## src/mssc_pkg.sv

```systemverilog
// types, step codes and microcode table for the min square sum counter
`timescale 1ns / 1ps

package mssc_pkg;

    // datapath operation selected by a control word
    typedef enum logic [2:0] {
        OP_ACCEPT,
        OP_INIT,
        OP_ROW,
        OP_LOOP,
        OP_WRITE,
        OP_EMIT
    } op_t;

    // jump condition tested by a control word
    typedef enum logic [2:0] {
        CD_ALWAYS,
        CD_NO_INPUT,
        CD_ROW_DONE,
        CD_COL_DONE,
        CD_OUT_BUSY
    } cond_t;

    // step addresses of the program
    typedef enum logic [2:0] {
        ST_IDLE,
        ST_INIT,
        ST_ROW,
        ST_LOOP,
        ST_WRITE,
        ST_EMIT
    } step_t;

    // one control word: jump taken when cond holds, else go to seq
    typedef struct packed {
        op_t   op;
        cond_t cond;
        step_t jump;
        step_t seq;
    } uword_t;

    localparam int TDATA_IN_W  = 16;
    localparam int TDATA_OUT_W = 8;
    localparam int TARGET_W    = 11;
    localparam int COUNT_W     = 3;

    // microcode rom
    function automatic uword_t ucode_rom(input step_t s);
        uword_t w;
        begin
            case (s)
                ST_IDLE:  w = '{op: OP_ACCEPT, cond: CD_NO_INPUT, jump: ST_IDLE,  seq: ST_INIT};
                ST_INIT:  w = '{op: OP_INIT,   cond: CD_ALWAYS,   jump: ST_ROW,   seq: ST_ROW};
                ST_ROW:   w = '{op: OP_ROW,    cond: CD_ROW_DONE, jump: ST_EMIT,  seq: ST_LOOP};
                ST_LOOP:  w = '{op: OP_LOOP,   cond: CD_COL_DONE, jump: ST_WRITE, seq: ST_LOOP};
                ST_WRITE: w = '{op: OP_WRITE,  cond: CD_ALWAYS,   jump: ST_ROW,   seq: ST_ROW};
                ST_EMIT:  w = '{op: OP_EMIT,   cond: CD_OUT_BUSY, jump: ST_EMIT,  seq: ST_IDLE};
                default:  w = '{op: OP_ACCEPT, cond: CD_ALWAYS,   jump: ST_IDLE,  seq: ST_IDLE};
            endcase
            return w;
        end
    endfunction

endpackage

```

## src/min_square_sum_count.sv

```systemverilog
// min_square_sum_count: fewest perfect squares summing to a target, microcoded dp
//
// usage
//   input channel s_axis_*: one transaction carries a target value N in tdata[10:0];
//   values above MAX_TARGET are clamped to MAX_TARGET
//   output channel m_axis_*: one transaction per input carries the count (0..4)
//   in tdata[2:0]
//   a six-step program in a rom drives a datapath around a scratch table of
//   MAX_TARGET+1 three-bit entries with one write port and one registered read port
// scheduling
//   one read of the table per candidate square, overlapped with its compare;
//   one target is worked on at a time
// reset
//   the sequencer returns to the idle step and the output register empties;
//   the table is not cleared, every run rebuilds the entries it reads
// stall
//   the finished count waits in the output register; the next target is taken
//   meanwhile, and its own result waits in the emit step until the register frees
`timescale 1ns / 1ps

module min_square_sum_count #(
    parameter int MAX_TARGET = 1024
) (
    input  logic                               clk,
    input  logic                               rst_n,
    input  logic                               s_axis_tvalid,
    output logic                               s_axis_tready,
    input  logic [mssc_pkg::TDATA_IN_W-1:0]    s_axis_tdata,   // [10:0] target_value
    output logic                               m_axis_tvalid,
    input  logic                               m_axis_tready,
    output logic [mssc_pkg::TDATA_OUT_W-1:0]   m_axis_tdata    // [2:0] square_count
);

    import mssc_pkg::*;

    // table index width, counter width (holds MAX_TARGET+1), square width
    localparam int IDX_W = (MAX_TARGET > 1) ? $clog2(MAX_TARGET + 1) : 1;
    localparam int I_W   = $clog2(MAX_TARGET + 2);
    localparam int SQ_W  = I_W + 1;
    localparam int CMP_W = ((I_W > TARGET_W) ? I_W : TARGET_W) + 1;
    localparam int DEPTH = MAX_TARGET + 1;

    // sequencer state
    step_t                upc_reg, upc_next;
    uword_t               uw;
    logic                 cond_true;

    // datapath registers
    logic [I_W-1:0]       n_reg, n_next;          // clamped target
    logic [I_W-1:0]       i_reg, i_next;          // entry being built
    logic [SQ_W-1:0]      sq_reg, sq_next;        // j*j
    logic [SQ_W-1:0]      odd_reg, odd_next;      // 2j+1, step to the next square
    logic [COUNT_W-1:0]   best_reg, best_next;    // running minimum for entry i
    logic [COUNT_W-1:0]   result_reg, result_next;
    logic                 pend_reg, pend_next;    // a read is in flight
    logic [COUNT_W-1:0]   rd_reg;                 // registered table read data

    // output register
    logic                 out_valid_reg, out_valid_next;
    logic [COUNT_W-1:0]   out_data_reg, out_data_next;

    // table
    logic [COUNT_W-1:0]   table_mem [DEPTH];

    // decoded controls and status
    logic                 in_fire;
    logic                 row_done;
    logic                 col_done;
    logic                 out_busy;
    logic                 emit_fire;
    logic                 rd_en;
    logic                 wr_en;
    logic [IDX_W-1:0]     wr_addr;
    logic [COUNT_W-1:0]   wr_data;
    logic [SQ_W-1:0]      rd_diff;
    logic [IDX_W-1:0]     rd_addr;
    logic [COUNT_W:0]     cand;
    logic [CMP_W-1:0]     tgt_ext;
    logic [I_W-1:0]       tgt_sat;

    // status seen by the sequencer
    assign row_done = (i_reg > n_reg);
    assign col_done = (sq_reg > {1'b0, i_reg});
    assign out_busy = out_valid_reg && !m_axis_tready;

    // target clamp
    assign tgt_ext = CMP_W'(s_axis_tdata[TARGET_W-1:0]);
    assign tgt_sat = (tgt_ext > CMP_W'(MAX_TARGET)) ? I_W'(MAX_TARGET) : I_W'(tgt_ext);

    // table addresses, i - j*j is only used while j*j <= i
    assign rd_diff = {1'b0, i_reg} - sq_reg;
    assign rd_addr = rd_diff[IDX_W-1:0];
    assign cand    = {1'b0, rd_reg} + (COUNT_W+1)'(1);

    // control word fetch and decode
    always_comb
    begin
        uw            = ucode_rom(upc_reg);
        s_axis_tready = (uw.op == OP_ACCEPT);
        in_fire       = s_axis_tready && s_axis_tvalid;
        rd_en         = (uw.op == OP_LOOP) && !col_done;
        wr_en         = (uw.op == OP_INIT) || (uw.op == OP_WRITE);
        wr_addr       = (uw.op == OP_INIT) ? '0 : i_reg[IDX_W-1:0];
        wr_data       = (uw.op == OP_INIT) ? '0 : best_reg;
        emit_fire     = (uw.op == OP_EMIT) && !out_busy;
    end

    // jump condition
    always_comb
    begin
        case (uw.cond)
            CD_ALWAYS:   cond_true = 1'b1;
            CD_NO_INPUT: cond_true = !s_axis_tvalid;
            CD_ROW_DONE: cond_true = row_done;
            CD_COL_DONE: cond_true = col_done;
            CD_OUT_BUSY: cond_true = out_busy;
            default:     cond_true = 1'b1;
        endcase
    end

    // next step
    always_comb
    begin
        upc_next = cond_true ? uw.jump : uw.seq;
    end

    // datapath next values
    always_comb
    begin
        n_next      = n_reg;
        i_next      = i_reg;
        sq_next     = sq_reg;
        odd_next    = odd_reg;
        best_next   = best_reg;
        result_next = result_reg;
        pend_next   = pend_reg;
        case (uw.op)
            OP_ACCEPT:
            begin
                if (in_fire)
                begin
                    n_next      = tgt_sat;
                    result_next = '0;
                end
            end
            OP_INIT:
            begin
                i_next = I_W'(1);
            end
            OP_ROW:
            begin
                sq_next   = SQ_W'(1);
                odd_next  = SQ_W'(3);
                best_next = '1;
                pend_next = 1'b0;
            end
            OP_LOOP:
            begin
                // compare the entry read last cycle while the next read goes out
                if (pend_reg && (cand < {1'b0, best_reg}))
                begin
                    best_next = cand[COUNT_W-1:0];
                end
                if (!col_done)
                begin
                    sq_next   = sq_reg + odd_reg;
                    odd_next  = odd_reg + SQ_W'(2);
                    pend_next = 1'b1;
                end
                else
                begin
                    pend_next = 1'b0;
                end
            end
            OP_WRITE:
            begin
                if (i_reg == n_reg)
                begin
                    result_next = best_reg;
                end
                i_next = i_reg + I_W'(1);
            end
            OP_EMIT:
            begin
                result_next = result_reg;
            end
            default:
            begin
                pend_next = 1'b0;
            end
        endcase
    end

    // output register next values
    always_comb
    begin
        out_valid_next = out_valid_reg;
        out_data_next  = out_data_reg;
        if (emit_fire)
        begin
            out_valid_next = 1'b1;
            out_data_next  = result_reg;
        end
        else if (m_axis_tready)
        begin
            out_valid_next = 1'b0;
        end
    end

    // control registers
    always_ff @(posedge clk or negedge rst_n)
    begin
        if (!rst_n)
        begin
            upc_reg       <= ST_IDLE;
            pend_reg      <= 1'b0;
            out_valid_reg <= 1'b0;
        end
        else
        begin
            upc_reg       <= upc_next;
            pend_reg      <= pend_next;
            out_valid_reg <= out_valid_next;
        end
    end

    // payload registers
    always_ff @(posedge clk)
    begin
        n_reg        <= n_next;
        i_reg        <= i_next;
        sq_reg       <= sq_next;
        odd_reg      <= odd_next;
        best_reg     <= best_next;
        result_reg   <= result_next;
        out_data_reg <= out_data_next;
    end

    // scratch table, one write and one registered read per cycle
    always_ff @(posedge clk)
    begin
        if (wr_en)
        begin
            table_mem[wr_addr] <= wr_data;
        end
        if (rd_en)
        begin
            rd_reg <= table_mem[rd_addr];
        end
    end

    assign m_axis_tvalid = out_valid_reg;
    assign m_axis_tdata  = TDATA_OUT_W'(out_data_reg);

    // every entry written in the write step has seen at least one candidate and obeys the four-square bound
    a_best_bound: assert property (@(posedge clk) disable iff (!rst_n)
        (upc_reg == ST_WRITE) |-> (best_reg <= COUNT_W'(4)))
        else $error("table entry out of range");

    // the row counter never runs more than one past the target
    a_row_bound: assert property (@(posedge clk) disable iff (!rst_n)
        (upc_reg != ST_IDLE) && (upc_reg != ST_INIT) |-> (i_reg <= n_reg + I_W'(1)))
        else $error("row counter past target");

    // a new result only appears from the emit step
    a_emit_src: assert property (@(posedge clk) disable iff (!rst_n)
        $rose(m_axis_tvalid) |-> ($past(upc_reg) == ST_EMIT))
        else $error("result shown outside emit step");

    // reads only go out for squares not above the current entry
    a_rd_addr: assert property (@(posedge clk) disable iff (!rst_n)
        rd_en |-> (sq_reg <= {1'b0, i_reg}) && (sq_reg != '0))
        else $error("table read out of row");

endmodule
```

## config.mk

```make
export PLATFORM = sky130hd
export DESIGN_NAME = min_square_sum_count
export DESIGN_NICKNAME = d
export VERILOG_FILES = /design/src/mssc_pkg.sv /design/src/min_square_sum_count.sv
export SDC_FILE = /design/constraint.sdc
export NUM_CORES = 2
export LEC_CHECK = 0
export BUFFER_PORTS_ARGS = -buffer_cell sky130_fd_sc_hd__buf_2
export CAP_MARGIN = 20
export CORE_ASPECT_RATIO = 0.9
export CORE_MARGIN = 1.5
export CORE_UTILIZATION = 55
export DETAILED_ROUTE_END_ITERATION = 10
export GPL_ROUTABILITY_DRIVEN = 0
export MAX_ROUTING_LAYER = met4
export PLACE_DENSITY = 0.73
export SLEW_MARGIN = 20
export SYNTH_ARGS = -nofsm -noshare
export SYNTH_HDL_FRONTEND = slang
export SYNTH_SLANG_ARGS = --single-unit
```

## constraint.sdc

```tcl
create_clock -name clk -period 46 [get_ports clk]
set_clock_uncertainty 0.1 [all_clocks]
set_input_delay 6.9 -clock clk [delete_from_list [all_inputs] [get_ports clk]]
set_output_delay 6.9 -clock clk [all_outputs]
set_load 0.005 [all_outputs]
```

After elaboration in Yosys (flattened, before gate mapping). Memories as Yosys holds them, arrays and structs flattened. A register that Yosys moved wholly into a read port is not among the register bits. Cells that the tools add are included.

Multipliers: 0. $lt $le $gt $ge: 4. Multiplexer cells: 21. Equality and inequality tests: 19. Bitwise operators: 0. Shifts and indexed selects: 0. Divide/modulo/power cells: 0. Reductions and logical operators: 21. Add/subtract/negate cells: 5.

Operators with widths (count): case mux 12 bit (6 select lines) (1); case mux 12 bit (2 select lines) (2); two-way mux 12 bit (2); case mux 11 bit (2 select lines) (1); == test 3 x 2 -> 1 bit (second input constant) (6); == test 3 bit (second input constant) (5); two-way mux 3 bit (5); adder 12 bit (1); adder 12 x 2 -> 12 bit (second input constant) (1); > comparator 12 x 11 -> 1 bit (1); case mux 3 bit (2 select lines) (2); adder 11 x 1 -> 11 bit (second input constant) (1); == test 11 bit (1); > comparator 11 bit (1); > comparator 11 bit (second input constant) (1); two-way mux 11 bit (1); subtractor 11 bit (1); == test 3 x 1 -> 1 bit (second input constant) (3); nonzero test 2 bit (4); logical NOT 3 bit (2); inequality test 2 x 1 -> 1 bit (second input constant) (3); AND reduction 2 bit (3); logical AND 1 bit (5); two-way mux 1 bit (5); 9 further kinds (12).

Word-level logic and storage cells: 81. Memory bits (read-only): 0. Output and inout port bits: 10. Memories: 1. Memory bits (writable): 3075. Bits in latches: 0. Register bits after elaboration: 60. Input port bits: 20.

Memory list: table_mem (depth 1025, width 3, read ports 1, clocked after memory_dff 1, write ports 1, line min_square_sum_count.sv:63) `logic [COUNT_W-1:0] table_mem [DEPTH];`.

Logic depth before layout (Yosys ltp).
Depth in word-level cells: 6. Depth in mapped cells: 18. Gate-level depth less buffers: 13.

Worst setup path after synthesis. No wires, ideal clock.

Kind: flip-flop to flip-flop. Start point: register upc_reg[2]. End point: memory table_mem[0][0], data pin. Arrival: 25.847 ns. Library setup time: 5.234 ns. Buffers on the path: 3. Path slack: 14.819 ns. Stages on the path, launching flop included: 7. Required time: 40.666 ns. Period minus slack after synthesis: 31.181 ns. Cell sequence: dfrtp_1 clkbuf_1 inv_1 and3_1 clkbuf_1 clkbuf_1 nor2b_1.

Word-level cells in the longest chain between the ends: 4. Elaborated cells between the ends (all ways): 9. Those cells by class: eq/ne: 6; mux: 2; reduce/logical: 1.

RTL lines: start: declaration (line min_square_sum_count.sv:44) `step_t upc_reg, upc_next;`; start signal: assignment (line min_square_sum_count.sv:221) `upc_reg <= upc_next;`; == test 3 bit, or another cell as far along (line mssc_pkg.sv:52) `case (s)`; case mux 12 bit (6 select lines) * (line mssc_pkg.sv:52); == test 3 x 1 -> 1 bit * (line min_square_sum_count.sv:104) `wr_data = (uw.op == OP_INIT) ? '0 : best_reg;`; two-way mux 3 bit * (line min_square_sum_count.sv:104); via wr_data[0] (line min_square_sum_count.sv:74) `logic [COUNT_W-1:0] wr_data;`; end: declaration (line min_square_sum_count.sv:63).

The timed path passes the listed nets; every way through them passes the cells marked *.

Worst setup path after layout.
Start point: register upc_reg[0]. End point: output s_axis_tready.

Word-level cells in the longest chain between the ends: 3. Elaborated cells between the ends (all ways): 8. Those cells by class: eq/ne: 5; mux: 1; reduce/logical: 2.

RTL lines: == test 3 bit, or another cell as far along (line mssc_pkg.sv:52); case mux 12 bit (6 select lines) * (line mssc_pkg.sv:52); logical NOT 3 bit * (line min_square_sum_count.sv:99) `s_axis_tready = (uw.op == OP_ACCEPT);`; end: declaration (line min_square_sum_count.sv:27) `output logic s_axis_tready,`.

Every way passes the cells marked *; elsewhere a longest branch is shown, timed or not.

==> results.cfg <==
[synth]
ys.flop_type = edfxtp_1
yosys_warnings = 0
synthArstFlopShare_pct = 0.159
synth_cell_types = 76
syn-cell-area_um2 = 127000
yosysSeqAreaShare_pct = 74.2
syn_avg_cell_area_um2 = 19.3
synth_edf_count = 3132
synthCells = 6568
synth_seq_cells = 3137

[layout]
syn2layout_area_growth_pct = 10.4
layout-drive-gt1-share_pct = 23.4
fin_util_pct = 61.0
largest_reg_flops = 3075
design_area_um2 = 140000
final_nets = 6670
fill_cells = 15300
multi_input_area_um2 = 30600
regArea_um2 = 94200
fin_cells = 9869

[power_and_ir_drop]
sw_frac_of_total_pct = 37.2
pwr-share-seq_pct = 35.0
comb_power_share_pct = 40.9
netSwitchingPower_w = 0.00385
pwr-share-clk_pct = 24.1
cellLeakagePower_nw = 42.8
ir_drop_mv = 0.106
p_int_w = 0.00651
p_per_area_nw_per_um2 = 74.0

[critical_path]
worstPathMaxFanout = 13
critPathCapture = s_axis_tready
crit_path_start_kind = flip-flop
required_ps = 39000
arrival_ps = 2250
rr_worst_depth = 15
rrSetupSlack_ps = 37550
crit_path_start = upc_reg[0]
rr_startpoint = i_reg[2]
reg2reg_to = rd_reg[0]
crit_path_end_kind = output pin
critical_path_class = flip-flop to output pin

[place]
io_buffers = 19
place_area_um2 = 130000
dpl.hpwl_mm = 178
place_inst = 9324

[worst_hold_path]
hp-start = result_reg[2]
hold_class = flip-flop to flip-flop

[timing]
fmax_mhz = 108
finalSetupTns_ps = 0
fin_crit_ps = 9250
rsz0062_at_grt = no
hold_viol_final = 0
worst_slew_pin_slew_ps = 1250
max_slew_margin_pct = 16.4
setup_viol = 0
finalCritPeriodShare_pct = 20.1
slew_violations = 0

[global_route]
antenna_found_initial = 18
grt_pass1_vias = 64900
grt_pass1_wl_mm = 451
grt_max_degree = 227
grt_use_total_pct = 27.7
grt.overflow.total = 0

[route]
drc = 0
drt_wl_total_mm = 311
first_pass_iters = 6
drt-initial-drc-count = 9816
detail-route-antenna-nets = 0
vias_per_cell = 6.59
wl_per_cell_um = 31.5
vias = 65100

[clocking]
cts_tree = done
clk_pin_slew_ps = 60
post_cts_buffers = 0
h-tree-depth = 5
insertion_delay_ps = 960
cts_buffers = 315
clock_tree.root_cell = clkbuf_16
ctsHoldBuffers = 0
cts_resized = 0
cts.sinks = 3137
cts_buffer_depth = 4

[floorplan]
coreArea_um2 = 230000
fp.dieW_um = 509
die-area_um2 = 234000
initial_core_util_pct = 55.3
fp-row-count = 167
die_h_um = 459
num_io_pins = 30

[flow_run]
maxCapViolations = 0

[outcome]
status = finished, final reports clean
[Yosys cell counts (all sizes together), types with 4 or more instances]
| cell | instances | area share (%) |
|---|---|---|
| a2111oi | 5 | 0.040 |
| a211oi | 8 | 0.047 |
| a21o | 9 | 0.053 |
| a21oi | 44 | 0.17 |
| a22oi | 4 | 0.024 |
| a311oi | 4 | 0.028 |
| a31oi | 16 | 0.079 |
| a32o | 6 | 0.047 |
| and2 | 10 | 0.049 |
| and3 | 18 | 0.089 |
| buf | 221 | 1.1 |
| clkbuf | 245 | 0.73 |
| dfrtp | 5 | 0.099 |
| edfxtp | 3132 | 74 |
| ha | 47 | 0.46 |
| inv | 47 | 0.14 |
| mux2 | 7 | 0.062 |
| mux2i | 74 | 0.58 |
| mux4 | 907 | 16 |
| nand2 | 319 | 0.95 |
| nand2b | 10 | 0.049 |
| nand3 | 113 | 0.45 |
| nand4 | 27 | 0.13 |
| nor2 | 1089 | 3.2 |
| nor2b | 22 | 0.11 |
| nor3 | 35 | 0.14 |
| nor4 | 8 | 0.039 |
| o21a | 6 | 0.035 |
| o21ai | 27 | 0.11 |
| o22ai | 7 | 0.035 |
| o31ai | 4 | 0.024 |
| or3 | 10 | 0.053 |
| xnor2 | 16 | 0.11 |
| xor2 | 12 | 0.083 |
[power by group through the flow]
stage	registers [W]	logic, W	clock network, W
after floorplan	0.00427	0.00261	0
after global placement	0.00369	0.00413	0
after detailed placement	0.00369	0.00419	0
after CTS	0.00363	0.00421	0.00251
after global routing	0.00363	0.00438	0.00262
final	0.00363	0.00423	0.00250
[layout by cell type (no fill, tap or decap), types with 21 or more instances in the layout]
cell / synthesis / final
edfxtp_1: 3132 / 3132
nor2_1: 1089 / 1084
mux4_2: 903 / 903
clkbuf_16: 0 / 319
nand2_1: 318 / 289
buf_4: 72 / 146
nand3_1: 113 / 98
mux2i_1: 74 / 74
clkinv_1: 0 / 56
clkbuf_1: 243 / 52
inv_1: 47 / 47
ha_1: 47 / 46
clkinv_2: 0 / 45
a21oi_1: 44 / 43
bufinv_16: 0 / 31
nand4_1: 27 / 27
nand2_2: 0 / 27
nor3_1: 34 / 26
o21ai_0: 25 / 25
nor2b_1: 22 / 21
[routing by layer]
metal / up-vias / track usage [%] / part of all wire, %
met5: - / - / 0
met4: 0 / 9.00 / 3.4
met3: 630 / 6.23 / 11
met2: 4031 / 41.7 / 47
met1: 34100 / 37.9 / 38
li1: 26300 / - / -
[cells by family after synthesis]
group / Yosys count / synth area share (%)
mux: 988 / 16.8
compound gates: 179 / 0.965
flops: 3137 / 74.2
other cells: 1 / 0.00296
fa+ha+maj: 49 / 0.495
simple gates: 1673 / 5.36
xor+xnor: 28 / 0.193
buf+inv: 513 / 2.00
[metrics by stage]
step / setup slack (ps) / total power [W] / hold WS [ps]
finish: 36750 / 0.0104 / 330
detailed placement: 37590 / 0.00788 / 315
CTS: 36700 / 0.0104 / 328
floorplan: 14820 / 0.00688 / 300
global route: 36610 / 0.0106 / 334
global placement: 37720 / 0.00782 / 304
[how the worst min path moves through the flow]
stage	endpoint	slack, ps	depth (start not counted)
CTS	out_data_reg[2]	330	0
finish	out_data_reg[2]	330	0
floorplan	out_data_reg[0]	300	0
global route	out_data_reg[0]	330	0
global placement	out_data_reg[1]	300	0
detailed placement	out_data_reg[2]	310	0
[area by class of cell]
class	instances	area share, %
clock inverters	162	1.15
multi-input cells	2922	21.9
inverters	47	0.126
diodes	9	0.0161
flip-flops and latches	3137	67.2
clock buffers	372	5.85
well taps	3042	2.72
repair buffers	178	1.02
[worst max-delay path, cell delays in order, from the launching register on]
cell and delay, ps:
dfrtp_1 520, nor2_1 440, mux2_2 270, buf_2 130
(Power assumes the default switching activity.)
